**config.mk**
```make
export PLATFORM = sky130hd
export DESIGN_NAME = pixel_format_converter
export DESIGN_NICKNAME = d
export VERILOG_FILES = /design/src/rtl/pfc_pkg.sv /design/src/rtl/pixel_format_converter.sv /design/src/rtl/pfc_unpack.sv /design/src/rtl/pfc_pack.sv
export VERILOG_INCLUDE_DIRS = /design/src /design/src/rtl
export SDC_FILE = /design/constraint.sdc
export NUM_CORES = 1
export LEC_CHECK = 0
export BUFFER_PORTS_ARGS = -buffer_cell sky130_fd_sc_hd__buf_2
export CORE_MARGIN = 10
export CORE_UTILIZATION = 45
export CTS_BUF_LIST = sky130_fd_sc_hd__clkbuf_2 sky130_fd_sc_hd__clkbuf_4 sky130_fd_sc_hd__clkbuf_8
export CTS_CLUSTER_SIZE = 16
export DETAILED_ROUTE_END_ITERATION = 7
export HOLD_SLACK_MARGIN = 0.05
export SYNTH_ARGS = -nofsm -noshare
export SYNTH_HDL_FRONTEND = slang
export SYNTH_SLANG_ARGS = --single-unit
```
**constraint.sdc**
```tcl
create_clock -name clk_i -period 4.9 [get_ports clk_i]
set_input_delay 0.98 -clock clk_i [delete_from_list [all_inputs] [get_ports clk_i]]
set_output_delay 0.98 -clock clk_i [all_outputs]
set_load 0.02 [all_outputs]
```
**src/rtl/pixel_format_converter_defines.svh**
```systemverilog
// ---------------------------------------------------------------------------
// pixel format converter assertion macros
// shared checks for the converter pipeline stages
// ---------------------------------------------------------------------------
`ifndef PIXEL_FORMAT_CONVERTER_DEFINES_SVH
`define PIXEL_FORMAT_CONVERTER_DEFINES_SVH

// check that is suspended while reset is asserted
`define PFC_ASSERT(lbl, prop, msg) \
  lbl: assert property (@(posedge clk_i) disable iff (!rst_ni) prop) else $error(msg);

// check that also holds during reset
`define PFC_ASSERT_ALWAYS(lbl, prop, msg) \
  lbl: assert property (@(posedge clk_i) prop) else $error(msg);

`endif

```
**src/rtl/pfc_pkg.sv**
```systemverilog
`timescale 1ns / 1ps
// ---------------------------------------------------------------------------
// pfc_pkg
// types and codes shared by the pixel format converter pipeline
// ---------------------------------------------------------------------------
package pfc_pkg;

  localparam int unsigned PixelW  = 32;
  localparam int unsigned ChanW   = 8;
  localparam int unsigned CfgIdxW = 2;
  localparam int unsigned CfgDatW = 4;

  // pixel format codes, codes nine and up pass through
  typedef enum logic [3:0] {
    FMT_COPY32   = 4'd0,
    FMT_ARGB4444 = 4'd1,
    FMT_RGB565   = 4'd2,
    FMT_XRGB1555 = 4'd3,
    FMT_ARGB1555 = 4'd4,
    FMT_RGB888   = 4'd5,
    FMT_L8       = 4'd6,
    FMT_A8L8     = 4'd7,
    FMT_A8       = 4'd8
  } pfc_fmt_e;

  // conversion direction
  typedef enum logic {
    DIR_EXPAND = 1'b0,
    DIR_REDUCE = 1'b1
  } pfc_dir_e;

  // configuration register indexes
  typedef enum logic [CfgIdxW-1:0] {
    REG_PIXEL_FORMAT = 2'd0,
    REG_DIRECTION    = 2'd1
  } pfc_reg_e;

  // configuration seen by the channel split and pack stages
  typedef struct packed {
    pfc_fmt_e fmt;
    pfc_dir_e dir;
  } pfc_cfg_t;

  // input item
  typedef struct packed {
    logic [PixelW-1:0] pixel_in;
    logic              row_end_in;
  } pfc_in_t;

  // result item
  typedef struct packed {
    logic [PixelW-1:0] pixel_out;
    logic              row_end_out;
  } pfc_out_t;

  // channels split out of a pixel, right aligned raw fields
  typedef struct packed {
    logic [ChanW-1:0] a;
    logic [ChanW-1:0] r;
    logic [ChanW-1:0] g;
    logic [ChanW-1:0] b;
    logic             row_end;
  } pfc_chan_t;

endpackage

```
**src/rtl/pixel_format_converter.sv**
```systemverilog
`timescale 1ns / 1ps
// path: each pixel passes the input, channel split and output registers in order
// throughput: one pixel per cycle, set by three register stages that each advance
//   whenever the stage after them can take data
// reset: valid bits cleared, pixel_format resets to copy32 and direction to expand
// ---------------------------------------------------------------------------
// pixel_format_converter
// converts pixels between a configured format and ARGB8888 in a three stage pipe
// ---------------------------------------------------------------------------
`include "pixel_format_converter_defines.svh"

module pixel_format_converter (
  input  logic                                clk_i,
  input  logic                                rst_ni,
  input  logic                                cfg_we_i,
  input  logic [pfc_pkg::CfgIdxW-1:0]         cfg_index_i,
  input  logic [pfc_pkg::CfgDatW-1:0]         cfg_wdata_i,
  input  logic                                in_valid_i,
  output logic                                in_stall_o,
  input  pfc_pkg::pfc_in_t                    in_data_i,
  output logic                                out_valid_o,
  input  logic                                out_stall_i,
  output pfc_pkg::pfc_out_t                   out_data_o
);
  import pfc_pkg::*;

  pfc_fmt_e  fmt_q;
  pfc_dir_e  dir_q;
  pfc_cfg_t  cfg;
  logic      in_valid_q;
  pfc_in_t   in_data_q;
  logic      unp_stall;
  logic      unp_valid;
  pfc_chan_t unp_data;
  logic      pack_stall;

  // configuration registers
  always_ff @(posedge clk_i or negedge rst_ni) begin
    if (!rst_ni) begin
      fmt_q <= FMT_COPY32;
      dir_q <= DIR_EXPAND;
    end else if (cfg_we_i) begin
      case (cfg_index_i)
        REG_PIXEL_FORMAT: fmt_q <= pfc_fmt_e'(cfg_wdata_i);
        REG_DIRECTION:    dir_q <= pfc_dir_e'(cfg_wdata_i[0]);
        default: begin
        end
      endcase
    end
  end

  assign cfg.fmt = fmt_q;
  assign cfg.dir = dir_q;

  // input register stage
  assign in_stall_o = in_valid_q & unp_stall;

  always_ff @(posedge clk_i or negedge rst_ni) begin
    if (!rst_ni) begin
      in_valid_q <= 1'b0;
    end else if (!in_stall_o) begin
      in_valid_q <= in_valid_i;
    end
  end

  always_ff @(posedge clk_i) begin
    if (in_valid_i && !in_stall_o) begin
      in_data_q <= in_data_i;
    end
  end

  // channel split stage
  pfc_unpack u_unpack (
    .clk_i   (clk_i),
    .rst_ni  (rst_ni),
    .cfg_i   (cfg),
    .valid_i (in_valid_q),
    .stall_o (unp_stall),
    .data_i  (in_data_q),
    .valid_o (unp_valid),
    .stall_i (pack_stall),
    .data_o  (unp_data)
  );

  // scale, pack and output register stage
  pfc_pack u_pack (
    .clk_i   (clk_i),
    .rst_ni  (rst_ni),
    .cfg_i   (cfg),
    .valid_i (unp_valid),
    .stall_o (pack_stall),
    .data_i  (unp_data),
    .valid_o (out_valid_o),
    .stall_i (out_stall_i),
    .data_o  (out_data_o)
  );

  // back pressure only originates at the output
  `PFC_ASSERT_ALWAYS(a_stall_origin, in_stall_o |-> (out_stall_i && out_valid_o), "input stalled without output stall")
  `PFC_ASSERT(a_full_pipe, in_stall_o |-> (in_valid_q && unp_valid), "input stalled with a bubble in the pipe")
  `PFC_ASSERT(a_out_hold, (out_valid_o && out_stall_i) |=> (out_valid_o && $stable(out_data_o)), "stalled result changed")

endmodule

```
**src/rtl/pfc_unpack.sv**
```systemverilog
`timescale 1ns / 1ps
// ---------------------------------------------------------------------------
// pfc_unpack
// pipeline stage that splits a pixel into raw channel fields
// ---------------------------------------------------------------------------
module pfc_unpack (
  input  logic               clk_i,
  input  logic               rst_ni,
  input  pfc_pkg::pfc_cfg_t  cfg_i,
  input  logic               valid_i,
  output logic               stall_o,
  input  pfc_pkg::pfc_in_t   data_i,
  output logic               valid_o,
  input  logic               stall_i,
  output pfc_pkg::pfc_chan_t data_o
);
  import pfc_pkg::*;

  logic      valid_q;
  pfc_chan_t chan_d;
  pfc_chan_t chan_q;
  logic      load;

  // stage holds only while full and blocked downstream
  assign stall_o = valid_q & stall_i;
  assign load    = valid_i & ~stall_o;

  // field extraction
  always_comb begin
    logic [PixelW-1:0] p;
    p = data_i.pixel_in;
    chan_d.a       = p[31:24];
    chan_d.r       = p[23:16];
    chan_d.g       = p[15:8];
    chan_d.b       = p[7:0];
    chan_d.row_end = data_i.row_end_in;
    if (cfg_i.dir == DIR_EXPAND) begin
      case (cfg_i.fmt)
        FMT_ARGB4444: begin
          chan_d.a = {4'd0, p[15:12]};
          chan_d.r = {4'd0, p[11:8]};
          chan_d.g = {4'd0, p[7:4]};
          chan_d.b = {4'd0, p[3:0]};
        end
        FMT_RGB565: begin
          chan_d.a = 8'hFF;
          chan_d.r = {3'd0, p[15:11]};
          chan_d.g = {2'd0, p[10:5]};
          chan_d.b = {3'd0, p[4:0]};
        end
        FMT_XRGB1555, FMT_ARGB1555: begin
          chan_d.a = (cfg_i.fmt == FMT_ARGB1555) ? {ChanW{p[15]}} : 8'hFF;
          chan_d.r = {3'd0, p[14:10]};
          chan_d.g = {3'd0, p[9:5]};
          chan_d.b = {3'd0, p[4:0]};
        end
        FMT_RGB888: begin
          chan_d.a = 8'hFF;
        end
        FMT_L8: begin
          chan_d.a = 8'hFF;
          chan_d.r = p[7:0];
          chan_d.g = p[7:0];
        end
        FMT_A8L8: begin
          chan_d.a = p[15:8];
          chan_d.r = p[7:0];
          chan_d.g = p[7:0];
        end
        FMT_A8: begin
          chan_d.a = p[7:0];
          chan_d.r = 8'hFF;
          chan_d.g = 8'hFF;
          chan_d.b = 8'hFF;
        end
        default: begin
        end
      endcase
    end else begin
      // truncation to the top bits of each channel
      case (cfg_i.fmt)
        FMT_ARGB4444: begin
          chan_d.a = {4'd0, p[31:28]};
          chan_d.r = {4'd0, p[23:20]};
          chan_d.g = {4'd0, p[15:12]};
          chan_d.b = {4'd0, p[7:4]};
        end
        FMT_RGB565: begin
          chan_d.a = '0;
          chan_d.r = {3'd0, p[23:19]};
          chan_d.g = {2'd0, p[15:10]};
          chan_d.b = {3'd0, p[7:3]};
        end
        FMT_XRGB1555, FMT_ARGB1555: begin
          chan_d.a = {7'd0, p[31]};
          chan_d.r = {3'd0, p[23:19]};
          chan_d.g = {3'd0, p[15:11]};
          chan_d.b = {3'd0, p[7:3]};
        end
        FMT_RGB888: begin
          chan_d.a = '0;
        end
        FMT_L8: begin
          chan_d.a = '0;
          chan_d.g = '0;
          chan_d.b = '0;
        end
        FMT_A8L8, FMT_A8: begin
          chan_d.g = '0;
          chan_d.b = '0;
        end
        default: begin
        end
      endcase
    end
  end

  // stage valid
  always_ff @(posedge clk_i or negedge rst_ni) begin
    if (!rst_ni) begin
      valid_q <= 1'b0;
    end else if (!stall_o) begin
      valid_q <= valid_i;
    end
  end

  // stage payload
  always_ff @(posedge clk_i) begin
    if (load) begin
      chan_q <= chan_d;
    end
  end

  assign valid_o = valid_q;
  assign data_o  = chan_q;

endmodule

```
**src/rtl/pfc_pack.sv**
```systemverilog
`timescale 1ns / 1ps
// ---------------------------------------------------------------------------
// pfc_pack
// output stage that scales channels and packs the result pixel
// ---------------------------------------------------------------------------
`include "pixel_format_converter_defines.svh"

module pfc_pack (
  input  logic               clk_i,
  input  logic               rst_ni,
  input  pfc_pkg::pfc_cfg_t  cfg_i,
  input  logic               valid_i,
  output logic               stall_o,
  input  pfc_pkg::pfc_chan_t data_i,
  output logic               valid_o,
  input  logic               stall_i,
  output pfc_pkg::pfc_out_t  data_o
);
  import pfc_pkg::*;

  logic     valid_q;
  pfc_out_t out_d;
  pfc_out_t out_q;
  logic     load;

  // five bit channel replicated up to eight bits
  function automatic logic [ChanW-1:0] rep5(input logic [ChanW-1:0] x);
    return {x[4:0], x[4:2]};
  endfunction

  // six bit channel replicated up to eight bits
  function automatic logic [ChanW-1:0] rep6(input logic [ChanW-1:0] x);
    return {x[5:0], x[5:4]};
  endfunction

  // four bit channel times 17
  function automatic logic [ChanW-1:0] mul17(input logic [ChanW-1:0] x);
    return {x[3:0], x[3:0]};
  endfunction

  assign stall_o = valid_q & stall_i;
  assign load    = valid_i & ~stall_o;

  // scaling and packing
  always_comb begin
    pfc_chan_t c;
    c = data_i;
    out_d.row_end_out = c.row_end;
    out_d.pixel_out   = {c.a, c.r, c.g, c.b};
    if (cfg_i.dir == DIR_EXPAND) begin
      case (cfg_i.fmt)
        FMT_ARGB4444: begin
          out_d.pixel_out = {mul17(c.a), mul17(c.r), mul17(c.g), mul17(c.b)};
        end
        FMT_RGB565: begin
          out_d.pixel_out = {c.a, rep5(c.r), rep6(c.g), rep5(c.b)};
        end
        FMT_XRGB1555, FMT_ARGB1555: begin
          out_d.pixel_out = {c.a, rep5(c.r), rep5(c.g), rep5(c.b)};
        end
        default: begin
        end
      endcase
    end else begin
      case (cfg_i.fmt)
        FMT_ARGB4444: begin
          out_d.pixel_out = {16'd0, c.a[3:0], c.r[3:0], c.g[3:0], c.b[3:0]};
        end
        FMT_RGB565: begin
          out_d.pixel_out = {16'd0, c.r[4:0], c.g[5:0], c.b[4:0]};
        end
        FMT_XRGB1555, FMT_ARGB1555: begin
          out_d.pixel_out = {16'd0, c.a[0], c.r[4:0], c.g[4:0], c.b[4:0]};
        end
        FMT_RGB888: begin
          out_d.pixel_out = {8'd0, c.r, c.g, c.b};
        end
        FMT_L8: begin
          out_d.pixel_out = {24'd0, c.r};
        end
        FMT_A8L8: begin
          out_d.pixel_out = {16'd0, c.a, c.r};
        end
        FMT_A8: begin
          out_d.pixel_out = {24'd0, c.a};
        end
        default: begin
        end
      endcase
    end
  end

  // output valid
  always_ff @(posedge clk_i or negedge rst_ni) begin
    if (!rst_ni) begin
      valid_q <= 1'b0;
    end else if (!stall_o) begin
      valid_q <= valid_i;
    end
  end

  // output payload
  always_ff @(posedge clk_i) begin
    if (load) begin
      out_q <= out_d;
    end
  end

  assign valid_o = valid_q;
  assign data_o  = out_q;

  // stage bookkeeping checks
  `PFC_ASSERT(a_load_fills, (valid_i && !stall_o) |=> valid_o, "loaded item not held in output stage")
  `PFC_ASSERT(a_drain_empties, (valid_o && !stall_i && !valid_i) |=> !valid_o, "transfer did not empty output stage")
  `PFC_ASSERT_ALWAYS(a_stall_when_full, stall_o |-> valid_o, "output stage stalls while empty")

endmodule

```
==> impl_results.md <==
* Post-Synth Simple-Gate Area at 0.104
* Power per cell area at between 400 and 500 mW/mm^2
* CTS tree: done
* Number of I/O port buffers at a little under 80
* Violated checks: DRC
* Die width at approximately 130 um
* Combinational family with the most area after synthesis: compound AO/OA/AOI/OAI gates
* Final Slew Violations at 0
* Setup ws final at around 1.7 ns
* Worst Reg-to-Reg Cells at 5
* Syn Nets at between 500 and 600
* Post-Route WL at ~17000 um
* Final setup vio count at 0
* Post_cts resized at 0
* Leakage at approximately 2.3 nW
* TNS Setup at 0 ns
* Clk root buf: clkbuf_8
* Setup bufs post-CTS at 0
* Starting Density at 0.461
* Min Clock Period, post-route at roughly 3.2 ns
* Synth top cells by count: edfxtp_1 (99), nand2_1 (49), clkbuf_1 (35)
* Hold Path Class: flip-flop to flip-flop
* Sequential share of the synthesized area at 0.544
* Prevailing post-synth register cell: edfxtp_1
* Cell taking the most area after synthesis: edfxtp_1
* Hold Crit Start: u_unpack.data_o[0]
* Fin area at roughly 0.0064 mm^2
* Yosys cell types at 63
* Die height at 134 um
* Worst-path fanout max at 25
* Reg2Reg Capture Point: u_pack.data_o[1]
* Final worst-path cycle share at 0.653
* Clock latency on the worst-skew pair at 0.38 ns
* Core area at approximately 0.013 mm^2
* Global-route wire length before repair at 26600 um
* Post-DP Area at about 0.0063 mm^2
* Critical Path End: u_pack.data_o[1]
* Routed Antenna Nets at 0
* Violation count after the first detailed-routing iteration at about 1100
* Worst-Margin Slew at about 1.1 ns
* Setup CP Type: flip-flop to flip-flop
* Top cell type's share of synthesized area at 0.509
* Hold buffers post-CTS at 0
* EDFF count, synth at between 90 and 100
* Worst-path clk slew at 0.09 ns
* DP Wirelength at ~12000 um
* Nets at ~600
* Area Growth Syn to Fin at 10.2%
* Share of cells above drive strength 1 at 0.219
* IR drop worst, VDD at 194 uV
* Placed cell count at around 700
* # DRC at 18
* Avg WL per Cell at 23.2 um
* Endpoints failing hold at 0
* Synth Area in XOR/XNOR at 0.00150
* Num CTS Buffers at 9
* Synth Area in Compound Gates at 0.277
* Initial DRT Pass Iterations at 8
* RR Startpoint: fmt_q[0]
* Via count at a little under 5000
* R2R Setup Slk at between 1.5 and 2 ns
* Die Footprint at 0.0179 mm^2
* RSZ-0062 raised after global routing: no
* Syn. warnings at 0
* Fillcell total at roughly 1200
* Critical path required time at between 5 and 6 ns
* Status: complete, but fails checks
* Final Skew at roughly 0.010 ns
* Clk buf depth at 2
* Fin Hold WS at approximately 0.42 ns
* Global placement routability congestion at between 0.9 and 1
* Fmax at 0.312 GHz
* Pin count of the biggest net entering global routing at a little under 70
* Cells after Synth at 519
* Rows at slightly above 40
* Post-Synth Adder-Cell Area at 0
* Most frequent cell after synthesis: edfxtp_1
* FFs w/ async S/R, synth at 0.0748
* MaxCap Viol Count at 0
* Top post-synthesis cells by area: edfxtp_1 (51%), a221oi_1 (4.1%), dfrtp_1 (3.4%)
* Post-Place Setup Slack at 1.85 ns
* Synthesized area at 0.00584 mm^2
* Total congestion overflow at 0
* Critical path origin: fmt_q[0]
* Number of cells in the finished layout apart from fillers at around 730
* H-Tree Depth at 3
* Crit path launch type: flip-flop
* Syn_area_per_cell at roughly 11 um^2
* WP data arrival at between 3 and 4 ns
* GRT Total Usage at 0.187
* Seq cells post-synth at approximately 110
* ANT cells at 0
* Initial antenna violation count at 0
* # IOs at 79
* Crit end category: flip-flop
* Post-synthesis mux area share at 0.0264
* Vias in the first global route at roughly 4600
* Vias per inst at approximately 6.7
* CTS sink cnt at 107
* Slew Limit Headroom at 0.249
[power by group]
part	switching (mW)	internal, mW
Combinational	0.618	0.381
Sequential	0.201	1.22
Clock	0.289	0.219
Total	1.11	1.82
[layer usage]
layer | track usage | vias up | routed length [um]
met5 | 0 | - | 0
met1 | 0.256 | 2332 | 7210
met4 | 0.0859 | 0 | 607
met3 | 0.0444 | 59 | 1730
li1 | - | 2165 | -
met2 | 0.275 | 353 | 7460
[through the flow]
stage               power, mW  utilization
floorplan                2.11            -
global placement         2.40        0.494
detailed placement       2.41        0.494
CTS                      2.92        0.508
global route             3.08        0.508
finish                   2.93        0.508
[critical path, cell delays in order (launching register included)]
cell     delay [ns]
dfrtp_1        0.87
nor3_1         0.22
xnor2_1        0.85
nand2_1        0.63
o22ai_1        0.36
a31o_2         0.14
[layout make-up]
cell class / count / area (um^2) / share of cell area
inverter: 6 / 22.5 / 0.00350
clock buffer: 15 / 169 / 0.0262
sequential: 107 / 3170 / 0.493
tap: 172 / 215 / 0.0334
multi-input combinational: 348 / 2410 / 0.374
clock inverter: 1 / 3.75 / 0.000583
timing repair buffer: 85 / 443 / 0.0688
[cell families (layout without fill, tap and decap cells)]
family / Yosys count / after routing
XOR/XNOR: 1 / 1
multiplexers: 15 / 15
AND/OR/NAND/NOR: 120 / 120
flip-flops: 107 / 107
buffers and inverters: 64 / 107
AO/OA/AOI/OAI: 212 / 212
[layout by cell type, fill, tap and decap left out, drive strengths merged, types with 5 or more instances in the layout]
cell type,Yosys,layout
a22oi,17,17
a21o,7,7
and2,8,8
mux2i,12,12
nand2b,7,7
nand3,10,10
a22o,19,19
clkbuf,35,15
o21ai,36,36
nor3,5,5
o22ai,17,17
buf,23,85
nor2,22,22
a32oi,6,6
a221o,9,9
edfxtp,99,99
a21oi,25,25
dfrtp,8,8
nor2b,5,5
a222oi,13,13
a221oi,27,27
nand2,49,49
[how the worst min path moves through the flow]
stage / depth (start not counted) / end
after CTS: 1 / u_pack.valid_o
final: 0 / u_pack.data_o[0]
after floorplan: 0 / u_pack.data_o[0]
after detailed placement: 0 / u_pack.data_o[0]
after global placement: 0 / u_pack.data_o[0]
after global routing: 1 / u_pack.valid_o
[sequential cells by signal, summed over array words and instances, names as in the netlist]
name,cells
u_pack.valid_o,1
u_unpack.data_o,33
fmt_q,4
in_data_q,33
in_valid_q,1
dir_q,1
u_pack.data_o,33
u_unpack.valid_o,1
No activity file was read; power rests on OpenSTA's default activity.
